**src/sv/token_min_p_sampler_core_assert.svh**
```systemverilog
// Assertion macros for the token sampler core.
// Used by the top level only; needs a clock and an active-low reset argument.
`ifndef TOKEN_MIN_P_SAMPLER_CORE_ASSERT_SVH
`define TOKEN_MIN_P_SAMPLER_CORE_ASSERT_SVH

// a implies b in the same cycle
`define TSAMP_ASSERT_IMPLY(label, clk, rst_n, a, b) \
    label: assert property (@(posedge clk) disable iff (!(rst_n)) (a) |-> (b)) \
        else $error("assertion failed");

// a implies b in the next cycle
`define TSAMP_ASSERT_NEXT(label, clk, rst_n, a, b) \
    label: assert property (@(posedge clk) disable iff (!(rst_n)) (a) |=> (b)) \
        else $error("assertion failed");

`endif

```
**src/sv/tsamp_pkg.sv**
```systemverilog
// Shared types, constants and exp tables for the token sampler.
// No dependencies.
package tsamp_pkg;

    localparam int VOCAB_DEPTH_DEF = 262144;
    localparam int IDX_W = 20;
    localparam int CNT_W = 21;
    localparam int TOKEN_W = 18;

    localparam logic [1:0] CFG_MODE = 2'd0;
    localparam logic [1:0] CFG_INV_TEMP = 2'd1;
    localparam logic [1:0] CFG_MIN_P = 2'd2;

    localparam logic RST_MODE = 1'b1;
    localparam logic [15:0] RST_INV_TEMP = 16'd256;
    localparam logic [15:0] RST_MIN_P = 16'd3277;

    localparam logic MODE_GREEDY = 1'b0;

    typedef struct packed {
        logic               mode;
        logic signed [15:0] peak;
        logic [IDX_W-1:0]   peak_idx;
        logic [CNT_W-1:0]   count;
        logic [15:0]        udraw;
    } t_job;

    typedef enum logic [2:0] {
        B_IDLE,
        B_PASS1,
        B_DRAIN1,
        B_PRE,
        B_PRE2,
        B_PASS2,
        B_DONE
    } t_bstate;

    function automatic logic [16:0] exp_int(input logic [3:0] i);
        logic [16:0] t;
        unique case (i)
            4'd0:  t = 17'd65536;
            4'd1:  t = 17'd24109;
            4'd2:  t = 17'd8869;
            4'd3:  t = 17'd3263;
            4'd4:  t = 17'd1200;
            4'd5:  t = 17'd442;
            4'd6:  t = 17'd162;
            4'd7:  t = 17'd60;
            4'd8:  t = 17'd22;
            4'd9:  t = 17'd8;
            4'd10: t = 17'd3;
            4'd11: t = 17'd1;
            default: t = 17'd0;
        endcase
        return t;
    endfunction

    function automatic logic [16:0] exp_hi(input logic [3:0] i);
        logic [16:0] t;
        unique case (i)
            4'd0:  t = 17'd65536;
            4'd1:  t = 17'd61565;
            4'd2:  t = 17'd57835;
            4'd3:  t = 17'd54331;
            4'd4:  t = 17'd51039;
            4'd5:  t = 17'd47947;
            4'd6:  t = 17'd45042;
            4'd7:  t = 17'd42313;
            4'd8:  t = 17'd39750;
            4'd9:  t = 17'd37341;
            4'd10: t = 17'd35079;
            4'd11: t = 17'd32954;
            4'd12: t = 17'd30957;
            4'd13: t = 17'd29081;
            4'd14: t = 17'd27319;
            default: t = 17'd25664;
        endcase
        return t;
    endfunction

    function automatic logic [16:0] exp_lo(input logic [3:0] i);
        logic [16:0] t;
        unique case (i)
            4'd0:  t = 17'd65536;
            4'd1:  t = 17'd65280;
            4'd2:  t = 17'd65026;
            4'd3:  t = 17'd64772;
            4'd4:  t = 17'd64520;
            4'd5:  t = 17'd64268;
            4'd6:  t = 17'd64018;
            4'd7:  t = 17'd63768;
            4'd8:  t = 17'd63520;
            4'd9:  t = 17'd63272;
            4'd10: t = 17'd63025;
            4'd11: t = 17'd62780;
            4'd12: t = 17'd62535;
            4'd13: t = 17'd62291;
            4'd14: t = 17'd62048;
            default: t = 17'd61806;
        endcase
        return t;
    endfunction

    // rounded Q0.16 product
    function automatic logic [15:0] qmul(input logic [15:0] a, input logic [16:0] t);
        logic [33:0] p;
        p = 34'(a) * 34'(t) + 34'd32768;
        return p[31:16];
    endfunction

endpackage

```
**src/sv/tsamp_fifo.sv**
```systemverilog
// Two-entry job queue between the load front and the sampling back end.
// Depends on tsamp_pkg.
module tsamp_fifo (
    input  logic              i_clk,
    input  logic              i_rst_n,
    input  logic              i_push,
    input  tsamp_pkg::t_job   i_job,
    output logic              o_full,
    input  logic              i_pop,
    output logic              o_valid,
    output tsamp_pkg::t_job   o_job
);
    tsamp_pkg::t_job r_mem [2];
    logic r_wp;
    logic r_rp;
    logic [1:0] r_cnt;

    always_ff @(posedge i_clk) begin
        if (!i_rst_n) begin
            r_wp <= 1'b0;
            r_rp <= 1'b0;
            r_cnt <= 2'd0;
        end else begin
            if (i_push) r_wp <= ~r_wp;
            if (i_pop) r_rp <= ~r_rp;
            r_cnt <= r_cnt + 2'(i_push) - 2'(i_pop);
        end
    end

    always_ff @(posedge i_clk) begin
        if (i_push) r_mem[r_wp] <= i_job;
    end

    assign o_full = (r_cnt == 2'd2);
    assign o_valid = (r_cnt != 2'd0);
    assign o_job = r_mem[r_rp];
endmodule

```
**config.mk**
```make
export PLATFORM = sky130hd
export DESIGN_NAME = tsamp_fifo
export DESIGN_NICKNAME = d
export VERILOG_FILES = /design/src/sv/token_min_p_sampler_core_assert.svh /design/src/sv/tsamp_pkg.sv /design/src/sv/tsamp_fifo.sv
export SDC_FILE = /design/constraint.sdc
export NUM_CORES = 1
export LEC_CHECK = 0
export BUFFER_PORTS_ARGS = -buffer_cell sky130_fd_sc_hd__buf_2
export CAP_MARGIN = 20
export CORE_MARGIN = 2
export CORE_UTILIZATION = 40
export DETAILED_ROUTE_END_ITERATION = 8
export PLACE_DENSITY_LB_ADDON = 0.25
export SKIP_LAST_GASP = 1
export SYNTH_ARGS = -nofsm -noshare
export SYNTH_HDL_FRONTEND = slang
export SYNTH_SLANG_ARGS = --single-unit
```
**constraint.sdc**
```tcl
create_clock -name i_clk -period 6.3 [get_ports i_clk]
set_input_delay 1.575 -clock i_clk [delete_from_list [all_inputs] [get_ports i_clk]]
set_output_delay 1.575 -clock i_clk [all_outputs]
set_load 0.005 [all_outputs]
```
# Word level (Yosys, flattened, before mapping)
# Memory sizes are Yosys's and may differ from the RTL's. A register that Yosys moved wholly into a read port is not among the register bits.
# Index checks and enable logic that the tools add are counted.
[word_totals]
input_bits = 78
out_inout_bits = 76
wordCells = 14
regBits = 4
ram_bits = 148
memories = 1
[classes]
bitwise = 2
muxes = 4
reduce_logical = 1
add_sub_neg = 2
eq_ne = 1
[memory_table]
columns = ["memory", "depth", "word_bits", "read_ports", "rd_ports_with_merged_regs", "wr", "line", "rtl"]
rows = [
  ["r_mem", 2, 74, 1, 1, 1, "tsamp_fifo.sv:13", "tsamp_pkg::t_job r_mem [2];"],
]
[op_table]
columns = ["operator", "count"]
rows = [
  ["$mux 1", 4],
  ["$add 2x1->2", 1],
  ["$eq 2x2->1 const B", 1],
  ["$not 1->1", 2],
  ["$reduce_bool 2->1", 1],
  ["$sub 2x1->2", 1],
]

# Logic depth before layout (Yosys ltp)
[logic_depth]
word_depth = 3
mapped_depth = 6
ltp_nobuf = 6

# Least setup slack after synthesis
# No wires, ideal clock.
[synth_timing]
kind = "input-to-reg"
startpoint = "input i_push"
endpoint = "memory r_mem[0][0] (netlist bit) (enable)"
setup_time_ns = 0.516
required_time_ns = 5.784
setup_slack_ns = 0.936
n_path_buf = 0
path_stages = 1
arrival_time_ns = 4.848
cell_sequence = "nor2b_1"
[synth_between]
elab_chain_cells = 2
[synth_rtl]
columns = ["item", "line", "rtl"]
rows = [
  ["start: declaration", "tsamp_fifo.sv:6", "input logic i_push,"],
  ["$mux 1", "tsamp_fifo.sv:31", "if (i_push) r_mem[r_wp] <= i_job;"],
  ["$mux 1 (not written as such)", "tsamp_fifo.sv:31", ""],
  ["end: declaration", "tsamp_fifo.sv:13", ""],
]
# No other way between the ends.

==> metrics.md <==
| Metric | Value |
|---|---|
| Relative slew margins | 31.97% |
| WL final | 9588 um |
| IO Count | 154 |
| Final nets | 498 |
| Req. time, crit path | 4.72 ns |
| Ant. Diodes | 0 |
| Drt via density | about 4.6 |
| Global-route usage over all layers | between 10% and 20% |
| Hold Path Class | flip-flop to flip-flop |
| Hold buffers post-CTS | 0 |
| Initial antenna violation count | 1 |
| Most frequent cells in the layout | buf_2, edfxtp_1, mux2_4, clkbuf_16, mux2_2 |
| Worst EP arrival | 2.37 ns |
| Num rows | 44 |
| Setup TNS | 0 ns |
| Leading cell type in the layout, fill and taps excluded | buf_2 |
| Worst-Margin Slew | 1.021 ns |
| Final period util | 62.58% |
| Core Region | around 14000 um2 |
| Fmax | around 0.25 GHz |
| CTS Sinks | 153 |
| Worst slack, placed | 2.614 ns |
| GR peak layer | met2 |
| Crit. End Element | output pin |
| Global route overflow | 0 |
| Vias in the first global route | 2970 |
| Pwr dens | 344.5 nW/um2 |
| # H-tree levels | 4 |
| Yosys warns | 0 |
| Crit path launch type | flip-flop |
| Final setup vio count | 0 |
| Total CTS buffers | 17 |
| ANT nets after route | 0 |
| Cells after Synth | 251 |
| PortBufs | between 150 and 200 |
| Synthesized area | 5814 um2 |
| Worst Clk Skew | 0.003923 ns |
| Wire length per cell | 15.59 um |
| Unrepaired setup endpoints after global routing | false |
| Starting Density | 40.46% |
| Leakage | roughly 2.9 nW |
| Drt pass-1 iters | 6 |
| Global-route wire length before repair | 14820 um |
| CTS tree | yes |
| DIE HEIGHT | 124.6 um |
| Longest Clk Path Bufs | 2 |
| Setup WS post-layout | 2.357 ns |
| Fin. max-slew vios | 0 |
| Layout cells sized above 1 | 61.48% |
| Syn_nets | about 330 |
| Clk_lat worst skew | 0.41 ns |
| Worst-path clk slew | about 0.060 ns |
| Grt met2 use | 20.41% |
| Hold violation count in the final report | 0 |
| Yosys cell types | 14 |
| Max Cap Viol | 0 |
| Maximum vdd drop | 0.0001781 V |
| Met3 Track Usage GR | under 10% |
| RePlAce Congestion | 0.6901 |
| Setup bufs post-CTS | 0 |
| Post-layout minimum cycle time | 3.943 ns |
| Die area | 15520 um2 |
| Die X-Extent | 124.6 um |
| Post-cts resize count | 0 |
| Register area share after synthesis | about four fifths |
| GR Util met1 | 13.95% |
| DRC Markers | 0 |
| Crit Path Max Fanout | 50 |
| Vias post-DR | between 2000 and 3000 |
| Yosys reg bits | 153 |
| Estimated wirelength of the detail-placed design | a little over 6000 um |
| Status | finished clean |
| P&R area growth vs syn | 28.15% |
| Root Buffer | clkbuf_16 |
| Largest net degree at the start of global routing | 75 |
| Crit path kind | flip-flop to output pin |
| Starting DRT DRC Count | 116 |
| Syn Area/Cell | 23.16 um2 |
## Yosys cell counts
| library cell | count | area share, % |
|---|---|---|
| and2_1 | 4 | 0.43 |
| buf_2 | 1 | 0.086 |
| buf_6 | 7 | 1.4 |
| dfxtp_1 | 5 | 1.7 |
| edfxtp_1 | 148 | 76 |
| ha_1 | 2 | 0.43 |
| inv_1 | 2 | 0.13 |
| mux2_2 | 14 | 2.7 |
| mux2_4 | 60 | 15 |
| nor2b_1 | 4 | 0.43 |
| o21a_1 | 1 | 0.13 |
| or2_2 | 1 | 0.11 |
| xnor3_1 | 1 | 0.39 |
| xor2_1 | 1 | 0.15 |
## kinds of logic (layout without fill, tap and decap cells)
family | Yosys count | count (layout) | share of synthesized area, %
mux | 74 | 74 | 18.21
xor+xnor | 2 | 2 | 0.5380
simple gates | 9 | 9 | 0.9683
buf+inv | 10 | 190 | 1.571
fa+ha+maj | 2 | 2 | 0.4303
flops | 153 | 153 | 78.16
compound gates | 1 | 1 | 0.1292
## area by class of cell
class / instances / area (um2)
Tap cell: 184 / 230.2
Multi-Input combinational cell: 88 / 1189
Inverter: 2 / 7.507
Timing Repair Buffer: 156 / 800.8
Clock inverter: 14 / 246.5
Clock buffer: 18 / 429.2
Fill cell: 1174 / 6918
Sequential cell: 153 / 4548
## through the flow
step           power (mW)  util, %  hold slack, ns  std cells  area (um2)
3_3_place_gp        1.454    47.01          0.5576        582        6755
5_1_grt             2.661    51.85          0.5922        615        7451
6_report            2.567    51.85          0.5799        615        7451
3_5_place_dp        1.460    47.01          0.5630        582        6755
4_1_cts             2.600    51.72          0.5830        614        7431
2_1_floorplan       1.363        -          0.5546        251        5814
## state kept, by name (all words and copies together), names as in the netlist, named ones only
register / cells
r_mem: 148
r_rp: 1
r_cnt: 2
r_wp: 1
## per-layer routing
metal / vias up / routed length, um / share of wire, %
met5: - / 0 / 0
met1: 1378 / 3887 / 41
li1: 1328 / - / -
met4: 0 / 210 / 2.2
met3: 16 / 849 / 8.9
met2: 103 / 4641 / 48
## path summary, 6_finish.rpt
check | start | endpoint | slack, ns | depth (start not counted)
worst max-delay path | flip-flop | o_job[39] | 2.36 | 3
worst min-delay path | r_rp | flip-flop | 0.58 | 2
worst max register to register | r_wp | r_mem[0][10] | 4.56 | 3
worst min register to register | r_rp | flip-flop | 0.58 | 2
## critical path, cell delays in order (launching register included)
cell and delay (ns):
dfxtp_4 0.92, buf_4 0.55, mux2_4 0.34, buf_2 0.13
## power breakdown
part / internal, mW / switching [mW]
clock: 0.746 / 0.387
sequential: 1.18 / 0.0297
combinational: 0.138 / 0.0893
Power figures use the tool's default switching activity.
