$ cat src/sv/token_min_p_sampler_core_assert.svh
// Assertion macros for the token sampler core.
// Used by the top level only; needs a clock and an active-low reset argument.
`ifndef TOKEN_MIN_P_SAMPLER_CORE_ASSERT_SVH
`define TOKEN_MIN_P_SAMPLER_CORE_ASSERT_SVH

// a implies b in the same cycle
`define TSAMP_ASSERT_IMPLY(label, clk, rst_n, a, b) \
    label: assert property (@(posedge clk) disable iff (!(rst_n)) (a) |-> (b)) \
        else $error("assertion failed");

// a implies b in the next cycle
`define TSAMP_ASSERT_NEXT(label, clk, rst_n, a, b) \
    label: assert property (@(posedge clk) disable iff (!(rst_n)) (a) |=> (b)) \
        else $error("assertion failed");

`endif

$ cat src/sv/tsamp_pkg.sv
// Shared types, constants and exp tables for the token sampler.
// No dependencies.
package tsamp_pkg;

    localparam int VOCAB_DEPTH_DEF = 262144;
    localparam int IDX_W = 20;
    localparam int CNT_W = 21;
    localparam int TOKEN_W = 18;

    localparam logic [1:0] CFG_MODE = 2'd0;
    localparam logic [1:0] CFG_INV_TEMP = 2'd1;
    localparam logic [1:0] CFG_MIN_P = 2'd2;

    localparam logic RST_MODE = 1'b1;
    localparam logic [15:0] RST_INV_TEMP = 16'd256;
    localparam logic [15:0] RST_MIN_P = 16'd3277;

    localparam logic MODE_GREEDY = 1'b0;

    typedef struct packed {
        logic               mode;
        logic signed [15:0] peak;
        logic [IDX_W-1:0]   peak_idx;
        logic [CNT_W-1:0]   count;
        logic [15:0]        udraw;
    } t_job;

    typedef enum logic [2:0] {
        B_IDLE,
        B_PASS1,
        B_DRAIN1,
        B_PRE,
        B_PRE2,
        B_PASS2,
        B_DONE
    } t_bstate;

    function automatic logic [16:0] exp_int(input logic [3:0] i);
        logic [16:0] t;
        unique case (i)
            4'd0:  t = 17'd65536;
            4'd1:  t = 17'd24109;
            4'd2:  t = 17'd8869;
            4'd3:  t = 17'd3263;
            4'd4:  t = 17'd1200;
            4'd5:  t = 17'd442;
            4'd6:  t = 17'd162;
            4'd7:  t = 17'd60;
            4'd8:  t = 17'd22;
            4'd9:  t = 17'd8;
            4'd10: t = 17'd3;
            4'd11: t = 17'd1;
            default: t = 17'd0;
        endcase
        return t;
    endfunction

    function automatic logic [16:0] exp_hi(input logic [3:0] i);
        logic [16:0] t;
        unique case (i)
            4'd0:  t = 17'd65536;
            4'd1:  t = 17'd61565;
            4'd2:  t = 17'd57835;
            4'd3:  t = 17'd54331;
            4'd4:  t = 17'd51039;
            4'd5:  t = 17'd47947;
            4'd6:  t = 17'd45042;
            4'd7:  t = 17'd42313;
            4'd8:  t = 17'd39750;
            4'd9:  t = 17'd37341;
            4'd10: t = 17'd35079;
            4'd11: t = 17'd32954;
            4'd12: t = 17'd30957;
            4'd13: t = 17'd29081;
            4'd14: t = 17'd27319;
            default: t = 17'd25664;
        endcase
        return t;
    endfunction

    function automatic logic [16:0] exp_lo(input logic [3:0] i);
        logic [16:0] t;
        unique case (i)
            4'd0:  t = 17'd65536;
            4'd1:  t = 17'd65280;
            4'd2:  t = 17'd65026;
            4'd3:  t = 17'd64772;
            4'd4:  t = 17'd64520;
            4'd5:  t = 17'd64268;
            4'd6:  t = 17'd64018;
            4'd7:  t = 17'd63768;
            4'd8:  t = 17'd63520;
            4'd9:  t = 17'd63272;
            4'd10: t = 17'd63025;
            4'd11: t = 17'd62780;
            4'd12: t = 17'd62535;
            4'd13: t = 17'd62291;
            4'd14: t = 17'd62048;
            default: t = 17'd61806;
        endcase
        return t;
    endfunction

    // rounded Q0.16 product
    function automatic logic [15:0] qmul(input logic [15:0] a, input logic [16:0] t);
        logic [33:0] p;
        p = 34'(a) * 34'(t) + 34'd32768;
        return p[31:16];
    endfunction

endpackage

$ cat src/sv/tsamp_front.sv
// Load front: takes logits, drives the logit store write port, tracks the peak
// and queues one job per vector. Depends on tsamp_pkg.
module tsamp_front #(
    parameter int VOCAB_DEPTH = tsamp_pkg::VOCAB_DEPTH_DEF
) (
    input  logic                              i_clk,
    input  logic                              i_rst_n,
    input  logic                              i_valid,
    output logic                              o_ready,
    input  logic signed [15:0]                i_logit,
    input  logic [15:0]                       i_udraw,
    input  logic                              i_last,
    input  logic                              i_mode,
    output logic                              o_wr_en,
    output logic [$clog2(VOCAB_DEPTH)-1:0]    o_wr_addr,
    output logic [15:0]                       o_wr_data,
    output logic                              o_push,
    output tsamp_pkg::t_job                   o_job,
    input  logic                              i_full,
    input  logic                              i_release
);
    localparam int AW = $clog2(VOCAB_DEPTH);
    localparam int CW = $clog2(VOCAB_DEPTH + 1);

    logic [CW-1:0]      r_count;
    logic signed [15:0] r_peak;
    logic [AW-1:0]      r_peak_idx;
    logic               r_hold;

    logic w_acc;
    logic w_store;
    logic w_upd;
    logic [CW-1:0] w_count;

    always_comb begin
        o_ready = !r_hold && !i_full;
        w_acc = i_valid && o_ready;
        w_store = (r_count < CW'(VOCAB_DEPTH));
        w_upd = w_store && (i_logit > r_peak);
        w_count = w_store ? r_count + CW'(1) : r_count;
        o_wr_en = w_acc && w_store;
        o_wr_addr = r_count[AW-1:0];
        o_wr_data = i_logit;
        o_push = w_acc && i_last;
        o_job.mode = i_mode;
        o_job.peak = w_upd ? i_logit : r_peak;
        o_job.peak_idx = w_upd ? tsamp_pkg::IDX_W'(r_count[AW-1:0])
                               : tsamp_pkg::IDX_W'(r_peak_idx);
        o_job.count = tsamp_pkg::CNT_W'(w_count);
        o_job.udraw = i_udraw;
    end

    always_ff @(posedge i_clk) begin
        if (!i_rst_n) begin
            r_count <= '0;
            r_peak <= 16'sh8000;
            r_peak_idx <= '0;
            r_hold <= 1'b0;
        end else begin
            if (i_release) r_hold <= 1'b0;
            if (w_acc) begin
                if (i_last) begin
                    r_count <= '0;
                    r_peak <= 16'sh8000;
                    r_peak_idx <= '0;
                    r_hold <= 1'b1;
                end else begin
                    r_count <= w_count;
                    if (w_upd) begin
                        r_peak <= i_logit;
                        r_peak_idx <= r_count[AW-1:0];
                    end
                end
            end
        end
    end
endmodule

$ cat config.mk
export PLATFORM = sky130hd
export DESIGN_NAME = tsamp_front
export DESIGN_NICKNAME = d
export VERILOG_FILES = /design/src/sv/token_min_p_sampler_core_assert.svh /design/src/sv/tsamp_pkg.sv /design/src/sv/tsamp_front.sv
export SDC_FILE = /design/constraint.sdc
export NUM_CORES = 1
export LEC_CHECK = 0
export ABC_AREA = 1
export BUFFER_PORTS_ARGS = -buffer_cell sky130_fd_sc_hd__buf_2
export CAP_MARGIN = 20
export CORE_MARGIN = 2
export CORE_UTILIZATION = 30
export CTS_BUF_LIST = sky130_fd_sc_hd__clkbuf_8
export CTS_CLUSTER_SIZE = 28
export DETAILED_ROUTE_END_ITERATION = 7
export SYNTH_ARGS = -nofsm -noshare
export SYNTH_HDL_FRONTEND = slang
export SYNTH_SLANG_ARGS = --single-unit
$ cat constraint.sdc
create_clock -name i_clk -period 2.5 [get_ports i_clk]
set_clock_uncertainty 0.1 [all_clocks]
set_input_delay 0.375 -clock i_clk [delete_from_list [all_inputs] [get_ports i_clk]]
set_output_delay 0.375 -clock i_clk [all_outputs]
set_load 0.02 [all_outputs]
* Word level (Yosys, flattened, before mapping)
Index checks and enable logic that the tools add are counted.
** Word-level totals
- Bits in registers :: 54
- Bits in latches :: 0
- RAM bits :: 0
- Memory bits (read-only) :: 0
- Bits of input ports :: 39
- Output and inout bits :: 111
- Memories :: 0
** Cells by class
- Add/subtract/negate cells :: 1
- $mul :: 0
- Divide/modulo/power cells :: 0
- $lt $le $gt $ge :: 2
- Eq/ne operators :: 0
- Shift-type cells :: 0
- Multiplexer cells :: 10
- Bitwise operators :: 0
- Reductions and logical operators :: 9
** Operators by type and width (number)
- 2-to-1 mux 18 bit :: 3
- 2-to-1 mux 19 bit :: 2
- 2-to-1 mux 16 bit :: 2
- adder 19 x 1 -> 19 bit (second input constant) :: 1
- < comparator 19 bit (second input constant) :: 1
- greater-than comparator 16 bit :: 1
- logical AND 1 bit :: 5
- 2-to-1 mux 1 bit :: 3
- logical NOT 1 bit :: 2
- AND reduction 2 bit :: 1
- nonzero test 2 bit :: 1

* Depth between registers and ports, before layout
Gate-level depths: netlist of run 1.
- Word-level depth :: 4
- Gate-level depth with buffers :: 19
- Gate-level depth less buffers :: 17

* Worst setup path after synthesis of run 1
Ideal clock, no wire load.
- Kind :: input port to output port
- Start point :: input i_logit[15]
- End point :: output o_job[40] in the netlist's numbering
- Data arrival time :: 2.174 ns
- Setup slack :: -0.149 ns
- Cell stages on the path :: 10
- Path buffers :: 2
- Cells stage by stage :: ha_1 -> a21oi_1 -> o21ai_0 -> a21oi_1 -> nand3_1 -> nand2_4 -> nand2_4 -> buf_6 -> clkbuf_1 -> o21ai_0
** RTL lines
- start, declared :: RTL line tsamp_front.sv:10 : input logic signed [15:0] i_logit,
- end, declared :: RTL line tsamp_front.sv:18 : output tsamp_pkg::t_job o_job,

==> results of run 1 <==
-- area by class of cell --
type,instances,area (um2)
inverter,64,245
timing repair buffer,187,1510
clock buffer,5,68.8
clock inverter,3,68.8
multi-input combinational,374,2510
tap,172,215
sequential,54,1110
fill,1238,6730
-- kinds of logic after synthesis --
kind of cell,after synthesis,share of synthesized area
adders and majority gates,17,0.0563
AOI/OAI and AO/OA,77,0.105
xor gates and xnor gates,16,0.0371
and+or+nand+nor,259,0.307
buffers and inverters,143,0.208
other,1,0.000992
DFF,54,0.286
-- registers in the layout (all words and copies together) (netlist names) --
register,cells
r_count,19
r_peak_idx,18
r_peak,16
r_hold,1
-- path summary, 6_finish.rpt --
check / endpoint / cells after the start / slack [ns] / from
setup / recovery: o_job[63] / 13 / -0.30 / r_peak[13]
hold / removal: r_hold / 4 / 0.20 / i_release
setup reg to reg: r_peak[12] / 19 / -0.27 / r_peak[13]
hold reg to reg: r_peak[6] / 2 / 0.37 / r_peak[6]
-- power by group through the flow --
stage	clock network, mW	registers (mW)	logic, mW
finish	0.714	0.881	1.25
global route	0.764	0.882	1.33
CTS	0.739	0.881	0.945
detailed placement	0	0.898	0.728
global placement	0	0.898	0.726
floorplan	0	0.898	0.493
-- worst register-to-register path, stage by stage, from the launching register on --
cell	delay (ns)
dfxtp_2	0.36
inv_4	0.05
ha_4	0.25
a21oi_2	0.17
o21ai_2	0.09
a21oi_4	0.20
nand2_4	0.08
nand2_4	0.10
nand2_8	0.10
nand2_8	0.11
buf_8	0.13
nand2_2	0.06
buf_4	0.12
buf_4	0.12
buf_4	0.12
buf_4	0.12
buf_4	0.12
buf_4	0.12
nand3_2	0.05
a21oi_2	0.05
-- metrics by stage --
stage / setup slack [ns] / TNS, ns
after floorplan: -0.149 / -1.20
after global placement: -0.170 / -2.88
after detailed placement: -0.186 / -3.53
after CTS: -0.260 / -7.66
after global routing: -0.377 / -11.73
final: -0.302 / -8.91
-- Yosys cell counts, types with 3 or more instances --
master    count  area [um2]
buf_2         4        20.0
ha_1         17         213
xor2_1       13         114
clkbuf_1     15        56.3
a21oi_1      60         300
nand4_1       4        25.0
nor2_2        5        31.3
buf_6         5        56.3
inv_1        61         229
dfxtp_1      54        1080
o21ai_0      13        65.1
nand3_1      52         260
nor2_1       15        56.3
xnor2_1       3        26.3
nand2_2       3        18.8
and2_1       15        93.8
nand2_1     155         582
buf_4        55         413
-- routing by layer --
metal | track usage | share of wire
met1 | 0.209 | 0.43
met3 | 0.0259 | 0.048
met2 | 0.299 | 0.50
met4 | 0.0286 | 0.013
met5 | 0 | 0
-- repair_timing --
item | 4_1_cts | 5_1_grt
pin swaps | 23 | 34
setup buffers | 13 | 14
gates cloned | 2 | 2
resized for setup | 105 | 150
endpoints found under the setup margin | 38 | 42
==> out/metrics.csv, run 1 <==
metric,value,unit
dieArea,13500,um2
placed_area,4430,um2
finalCriticalPeriod,2.80,ns
start_kind,flop,
grt_pass1_vias,3590,
synthCells,567,
synth_area,3780,um2
cp_top_family,simple AND/OR/NAND/NOR gates,
clockPowerShare,0.252,
cts_tree,yes,
total_power,2.84,mW
violations,negative setup slack,
synth_edf_count,0,
grt_pass1_wl,17800,um
cp.arrival,2.33,ns
p_comb_frac,0.438,
rows,41,
yosysSeqAreaShare,0.286,
min_path_type,in2reg,
synth_flop_cell,dfxtp_1,
coreArea,12500,um2
layout_commonest_cell,nand2_1,
slew_viol_final,0,
final_layout_size_suffix_gt1_frac,0.502,
wirelength,12100,um
dr_total_vias,3903,
finalNonFillerCells,859,
power.share.switching,0.328,
required,2.03,ns
tightest_slew,0.884,ns
drtIter0Drc,189,
power.leakage,2.59,nW
cts_made_buffers,5,
cp_num_buf_inv,3,
max-cap-violations,0,
dp_hpwl,7920,um
routedWlPerCell,14.1,um
clkSinkCount,54,
drc,0,
drtAntennaViolNets,0,
placedCellCount,822,
fin_area,5730,um2
fin_util,0.460,
power.density,496,nW/um2
initial_utilization,0.303,
grt_setup_unrepaired,true,
grt_use_total,0.165,
crit_chain,inv_4 > ha_4 > a21oi_2 > o21ai_2 > a21oi_4 > nand2_4 > nand2_4 > nand2_8 > nand2_8 > clkbuf_16 > nand2_2 > and2_4 > buf_6,
final_nets,742,
yosysWarningCount,0,
vias_per_cell,4.54,
cts_hold_buf,0,
outcome,"complete, but fails checks",
path_class,reg2out,
drtPass1Iterations,4,
die_x,116,um
crit_path_end_kind,output port,
crit_path_top_delay_cell,dfxtp_2,
ys_async_sr_fraction,0,
p_seq_frac,0.310,
antenna_cells,0,
ys_seq_elements,54,
finalWorstSetupSlack,-0.302,ns
final_cell_mix,"nand2_1, buf_2, buf_4",
htreeDepth,2,
worst-path-max-fanout,7,
yosysUniqueCellTypes,31,
ir_drop,0.267,mV
clock.fmax,0.357,GHz
switchingPower,932,uW
timing.hold.ws,0.202,ns
hold_viol_final,0,
root_buffer,clkbuf_8,
ios,150,
grt_max_degree,30,
fp.dieH,116,um
cts_max_path_buffers,2,
finalCritPeriodShare,1.12,
gp_congestion,0.828,
clk_pin_slew,0.11,ns
io_buffers,111,
setup_viol,35,
p_int,1.91,mW
insertion_delay,0.31,ns
overflow,0,
relSlewSlack,0.407,
synthToLayoutAreaGrowth,51.6,%
cpPeakStageDelay,0.36,ns
syn_avg_cell_area,6.67,um2
grt_antenna_before_repair,0,
Power figures use the tool's default switching activity.
==> run 2, diff against run 1 <==
--- a/config.mk
+++ b/config.mk
@@ -13,6 +13,7 @@
 export CTS_BUF_LIST = sky130_fd_sc_hd__clkbuf_8
 export CTS_CLUSTER_SIZE = 28
 export DETAILED_ROUTE_END_ITERATION = 7
+export RECOVER_POWER = 50
 export SYNTH_ARGS = -nofsm -noshare
 export SYNTH_HDL_FRONTEND = slang
 export SYNTH_SLANG_ARGS = --single-unit
==> out/metrics.csv, run 2 (same netlist as run 1, synthesis figures left out) <==
metric,value,unit,change
outcome,"complete, but fails checks",,unchanged
violations,negative setup slack,,unchanged
finalWorstSetupSlack,-0.305,ns,was -0.302 ns
total_power,2.84,mW,about the same
drtAntennaViolNets,0,,unchanged
n_fill_cell,1247,,was 1238
coreArea,12500,um2,unchanged
final_layout_size_suffix_gt1_frac,0.477,,was 0.502
initial_utilization,0.303,,unchanged
insertion_delay,0.31,ns,about the same
grt_max_degree,30,,unchanged
relSlewSlack,0.405,,was 0.407
cts_made_buffers,5,,unchanged
gp_congestion,0.828,,unchanged
grt_setup_unrepaired,true,,unchanged
dieArea,13500,um2,unchanged
grt_antenna_before_repair,0,,unchanged
holdCritStartpoint,i_release,,unchanged
cp.arrival,2.33,ns,about the same
antenna_cells,0,,unchanged
path_class,reg2out,,unchanged
largest_register_ffs,19,,unchanged
die_x,116,um,unchanged
placed_area,4430,um2,unchanged
dp_slack,-0.186,ns,unchanged
power.density,497,nW/um2,was 496 nW/um2
root_buffer,clkbuf_8,,unchanged
synthToLayoutAreaGrowth,51.0,%,was 51.6%
fin_area,5710,um2,was 5730 um2
cts_max_path_buffers,2,,unchanged
drc,0,,unchanged
final_nets,742,,unchanged
grt_pass1_vias,3590,,unchanged
crit_path_end_kind,output port,,unchanged
clock.fmax,0.356,GHz,was 0.357 GHz
fin_tns_setup,-8.97,ns,was -8.91 ns
finalCriticalPeriod,2.81,ns,was 2.80 ns
top_register,r_count,,unchanged
r2r_end,r_peak[12],,unchanged
routedWlPerCell,14.2,um,was 14.1 um
drtIter0Drc,204,,was 189
hold_depth,4,,unchanged
slew_viol_final,0,,unchanged
grt_use_total,0.165,,unchanged
drtPass1Iterations,4,,unchanged
start_kind,flop,,unchanged
fp.dieH,116,um,unchanged
final_cell_mix,"nand2_1, buf_4, buf_2",,"was nand2_1, buf_2, buf_4"
ios,150,,unchanged
clk_pin_slew,0.11,ns,about the same
worstRegToRegCells,19,,unchanged
min_to,r_hold,,unchanged
cts_tree,yes,,unchanged
setup_viol,35,,unchanged
top_regs,"r_count x19, r_peak_idx x18, r_peak x16",,unchanged
power.leakage,2.54,nW,was 2.59 nW
layout_commonest_cell,nand2_1,,unchanged
overflow,0,,unchanged
clkSinkCount,54,,unchanged
grt_pass1_wl,17800,um,unchanged
max-cap-violations,0,,unchanged
min_path_type,in2reg,,unchanged
required,2.03,ns,about the same
dr_total_vias,3938,,was 3903
rows,41,,unchanged
r2r_slack,-0.27,ns,about the same
io_buffers,111,,unchanged
r2r_start,r_peak[13],,unchanged
ir_drop,0.267,mV,about the same
vias_per_cell,4.58,,was 4.54
worst-path-max-fanout,7,,unchanged
htreeDepth,2,,unchanged
hold_viol_final,0,,unchanged
tightest_slew,0.887,ns,was 0.884 ns
wirelength,12200,um,was 12100 um
finalCritPeriodShare,1.12,,about the same
dp_hpwl,7920,um,unchanged
run 2: cell types whose count changed in the layout (fill, tap and decap cells not counted), sizes merged:
cell,change
clkbuf,+17
buf,-17
run 2: what timing repair did:
action	in CTS	in global routing
resized for setup	105	150
cloned	2	2
buffers inserted	13	14
setup endpoints to repair	38	42
hold buffers	0	0
pin swaps	23	34
endpoints found under the hold margin	0	0
run 2: routing by layer:
metal	routed length (um)	track usage	vias to the layer above	part of all wire
li1	-	-	1977	-
met1	5360	0.209	1835	0.44
met2	6140	0.299	112	0.50
met3	501	0.0259	14	0.041
met4	169	0.0286	0	0.014
met5	0	0	-	0
run 2: how the worst max path moves through the flow:
stage / start / to / slack [ns] / cells after the start
final: r_peak[13] / o_job[63] / -0.31 / 13
after floorplan: i_logit[15] / o_job[40] / -0.15 / 10
after global routing: r_peak[9] / o_job[66] / -0.38 / 15
after detailed placement: i_logit[13] / o_job[54] / -0.19 / 11
after CTS: r_peak[3] / o_job[68] / -0.26 / 14
after global placement: i_logit[13] / o_job[54] / -0.17 / 11
run 2: final cells by class:
type / count / area [um2] / share of cell area
repair buffers: 187 / 1490 / 0.261
clock inverters: 3 / 68.8 / 0.0121
well taps: 172 / 215 / 0.0377
multi-input cells: 374 / 2510 / 0.440
clock buffers: 5 / 68.8 / 0.0121
inverters: 64 / 245 / 0.0429
flip-flops and latches: 54 / 1110 / 0.195
run 2: worst max-delay path: stages (launching register included):
cell,delay (ns)
dfxtp_2,0.36
inv_4,0.05
ha_4,0.25
a21oi_2,0.17
o21ai_2,0.09
a21oi_4,0.20
nand2_4,0.08
nand2_4,0.10
nand2_8,0.10
nand2_8,0.13
clkbuf_16,0.17
nand2_2,0.05
and2_4,0.14
buf_6,0.12
run 2: power breakdown:
group	switching (mW)	internal [mW]	total, mW
registers	0.00825	0.873	0.881
clock network	0.314	0.402	0.716
logic	0.612	0.630	1.24
run 2: per-stage QoR:
step,instances,hold WS [ns],utilization
2_1_floorplan,570,0.336,-
3_3_place_gp,822,0.352,0.355
3_5_place_dp,822,0.357,0.355
4_1_cts,845,0.193,0.410
5_1_grt,859,0.224,0.458
6_report,859,0.200,0.458
==> run 3, diff against run 2 <==
--- a/config.mk
+++ b/config.mk
@@ -8,6 +8,7 @@
 export ABC_AREA = 1
 export BUFFER_PORTS_ARGS = -buffer_cell sky130_fd_sc_hd__buf_2
 export CAP_MARGIN = 20
+export CORE_ASPECT_RATIO = 1.4
 export CORE_MARGIN = 2
 export CORE_UTILIZATION = 30
 export CTS_BUF_LIST = sky130_fd_sc_hd__clkbuf_8
==> out/metrics.csv, run 3 (same netlist as run 1, synthesis figures left out) <==
metric,value,unit,change
p_comb_frac,0.441,,was 0.438
layout_commonest_cell,nand2_1,,unchanged
placedCellCount,803,,was 822
grt_setup_unrepaired,true,,unchanged
p_int,1.63,mW,was 1.90 mW
setup_viol,41,,was 35
finalCriticalPeriod,2.79,ns,was 2.81 ns
largest_register_ffs,19,,unchanged
n_fill_cell,1242,,was 1247
final_nets,741,,was 742
start_kind,flop,,unchanged
finalWorstSetupSlack,-0.291,ns,was -0.305 ns
worst-path-max-fanout,6,,was 7
min_path_type,in2reg,,unchanged
clkSinkCount,54,,unchanged
grt_pass1_wl,18400,um,was 17800 um
slew_viol_final,0,,unchanged
dieArea,13500,um2,about the same
max-cap-violations,0,,unchanged
root_buffer,clkbuf_8,,unchanged
cts_hold_buf,0,,unchanged
tightest_slew,0.706,ns,was 0.887 ns
clk_pin_slew,0.10,ns,was 0.11 ns
fin_area,5630,um2,was 5710 um2
dr_total_vias,3944,,was 3938
initial_utilization,0.307,,was 0.303
drtIter0Drc,226,,was 204
cts_max_path_buffers,2,,unchanged
grt_pass1_vias,3777,,was 3590
outcome,"complete, but fails checks",,unchanged
grt_max_degree,40,,was 30
relSlewSlack,0.529,,was 0.405
crit_path_end_kind,output port,,unchanged
ios,150,,unchanged
violations,negative setup slack,,unchanged
power.share.switching,0.364,,was 0.329
final_cell_mix,"nand2_1, buf_4, a21oi_1, nand3_1, inv_1",,"was nand2_1, buf_4, buf_2"
vias_per_cell,4.72,,was 4.58
path_class,reg2out,,unchanged
power.density,454,nW/um2,was 497 nW/um2
grt_antenna_before_repair,0,,unchanged
wirelength,12300,um,was 12200 um
routedWlPerCell,14.7,um,was 14.2 um
timing.hold.ws,0.197,ns,was 0.200 ns
overflow,0,,unchanged
finalNonFillerCells,836,,was 859
hold_viol_final,0,,unchanged
total_power,2.56,mW,was 2.84 mW
gp_congestion,0.821,,was 0.828
drtAntennaViolNets,0,,unchanged
cts_made_buffers,5,,unchanged
ir_drop,0.198,mV,was 0.267 mV
io_buffers,111,,unchanged
finalCritPeriodShare,1.12,,about the same
rows,48,,was 41
dp_slack,-0.270,ns,was -0.186 ns
clock.fmax,0.358,GHz,was 0.356 GHz
clockPowerShare,0.214,,was 0.252
htreeDepth,2,,unchanged
power.leakage,2.45,nW,was 2.54 nW
drtPass1Iterations,4,,unchanged
switchingPower,930,uW,was 935 uW
die_x,98.9,um,was 116 um
cts_tree,yes,,unchanged
top_regs,"r_count x19, r_peak_idx x18, r_peak x16",,unchanged
grt_use_total,0.169,,was 0.165
fp.dieH,137,um,was 116 um
cp.arrival,2.32,ns,was 2.33 ns
drc,0,,unchanged
p_seq_frac,0.345,,was 0.310
dp_hpwl,7840,um,was 7920 um
coreArea,12300,um2,was 12500 um2
synthToLayoutAreaGrowth,49.0,%,was 51.0%
placed_area,4430,um2,about the same
final_layout_size_suffix_gt1_frac,0.468,,was 0.477
required,2.03,ns,about the same
antenna_cells,0,,unchanged
insertion_delay,0.33,ns,was 0.31 ns
top_register,r_count,,unchanged
==> run 3: cell count changes in the layout (fill, tap and decap cells not counted), moves of 4 or more <==
cell      before  now
nand3_1       42   47
buf_2         58   42
clkbuf_1      17   31
buf_6         36   41
nand2_2       33   39
nand3_2        8    4
nor2_2         6    2
a21oi_2        6   12
a21oi_1       53   47
nand2_1      115  106
==> run 3: power by group through the flow <==
stage	clock, mW	combinational, mW	sequential (mW)
6_report	0.547	1.13	0.883
5_1_grt	0.596	1.20	0.884
4_1_cts	0.565	1.01	0.882
3_5_place_dp	0	0.727	0.899
3_3_place_gp	0	0.724	0.898
2_1_floorplan	0	0.493	0.898
==> run 3: stage by stage <==
stage	TNS, ns	util
floorplan	-1.20	-
global placement	-4.33	0.359
detailed placement	-4.08	0.359
CTS	-8.03	0.424
global route	-15.47	0.458
finish	-8.77	0.458
==> run 3: per-layer routing <==
layer,vias to the layer above,GRT usage,wire length [um]
li1,1976,-,-
met1,1813,0.196,4840
met2,130,0.312,6610
met3,25,0.0281,543
met4,0,0.0548,295
met5,-,0,0
==> run 3: worst paths after layout <==
| path | startpoint | endpoint | slack, ns | cells past startpoint |
|---|---|---|---|---|
| worst max-delay path | r_peak[10] | o_job[39] | -0.29 | 16 |
| worst min-delay path | i_release | r_hold | 0.20 | 4 |
| worst max register to register | r_peak[10] | r_peak_idx[15] | -0.01 | 17 |
| worst min register to register | r_peak[8] | r_peak[8] | 0.37 | 2 |
==> run 3: cell type report <==
class | instances | area, um2 | area share
Clock inverter | 3 | 26.3 | 0.00466
Tap cell | 150 | 188 | 0.0333
Sequential cell | 54 | 1100 | 0.196
Clock buffer | 5 | 68.8 | 0.0122
Multi-Input combinational cell | 374 | 2540 | 0.451
Timing Repair Buffer | 186 | 1460 | 0.259
Inverter | 64 | 246 | 0.0438
==> run 3: critical path, stage by stage (launching register included) <==
cell and delay, ns:
dfxtp_2 0.35, inv_1 0.08, ha_1 0.33, nand2_1 0.09
nor2_1 0.12, nand2_2 0.09, clkinv_2 0.06, nand2_4 0.06
nand2_4 0.07, nand2_4 0.06, nand2_8 0.11, nand2_8 0.09
buf_8 0.14, buf_6 0.11, nand2_4 0.04, nand2_2 0.05
buf_6 0.12
==> run 3: what timing repair did <==
action | 4_1_cts | 5_1_grt
endpoints found under the setup margin | 38 | 43
gates cloned | 3 | 2
gates resized for setup | 186 | 95
setup buffers | 11 | 10
pin swaps | 12 | 47
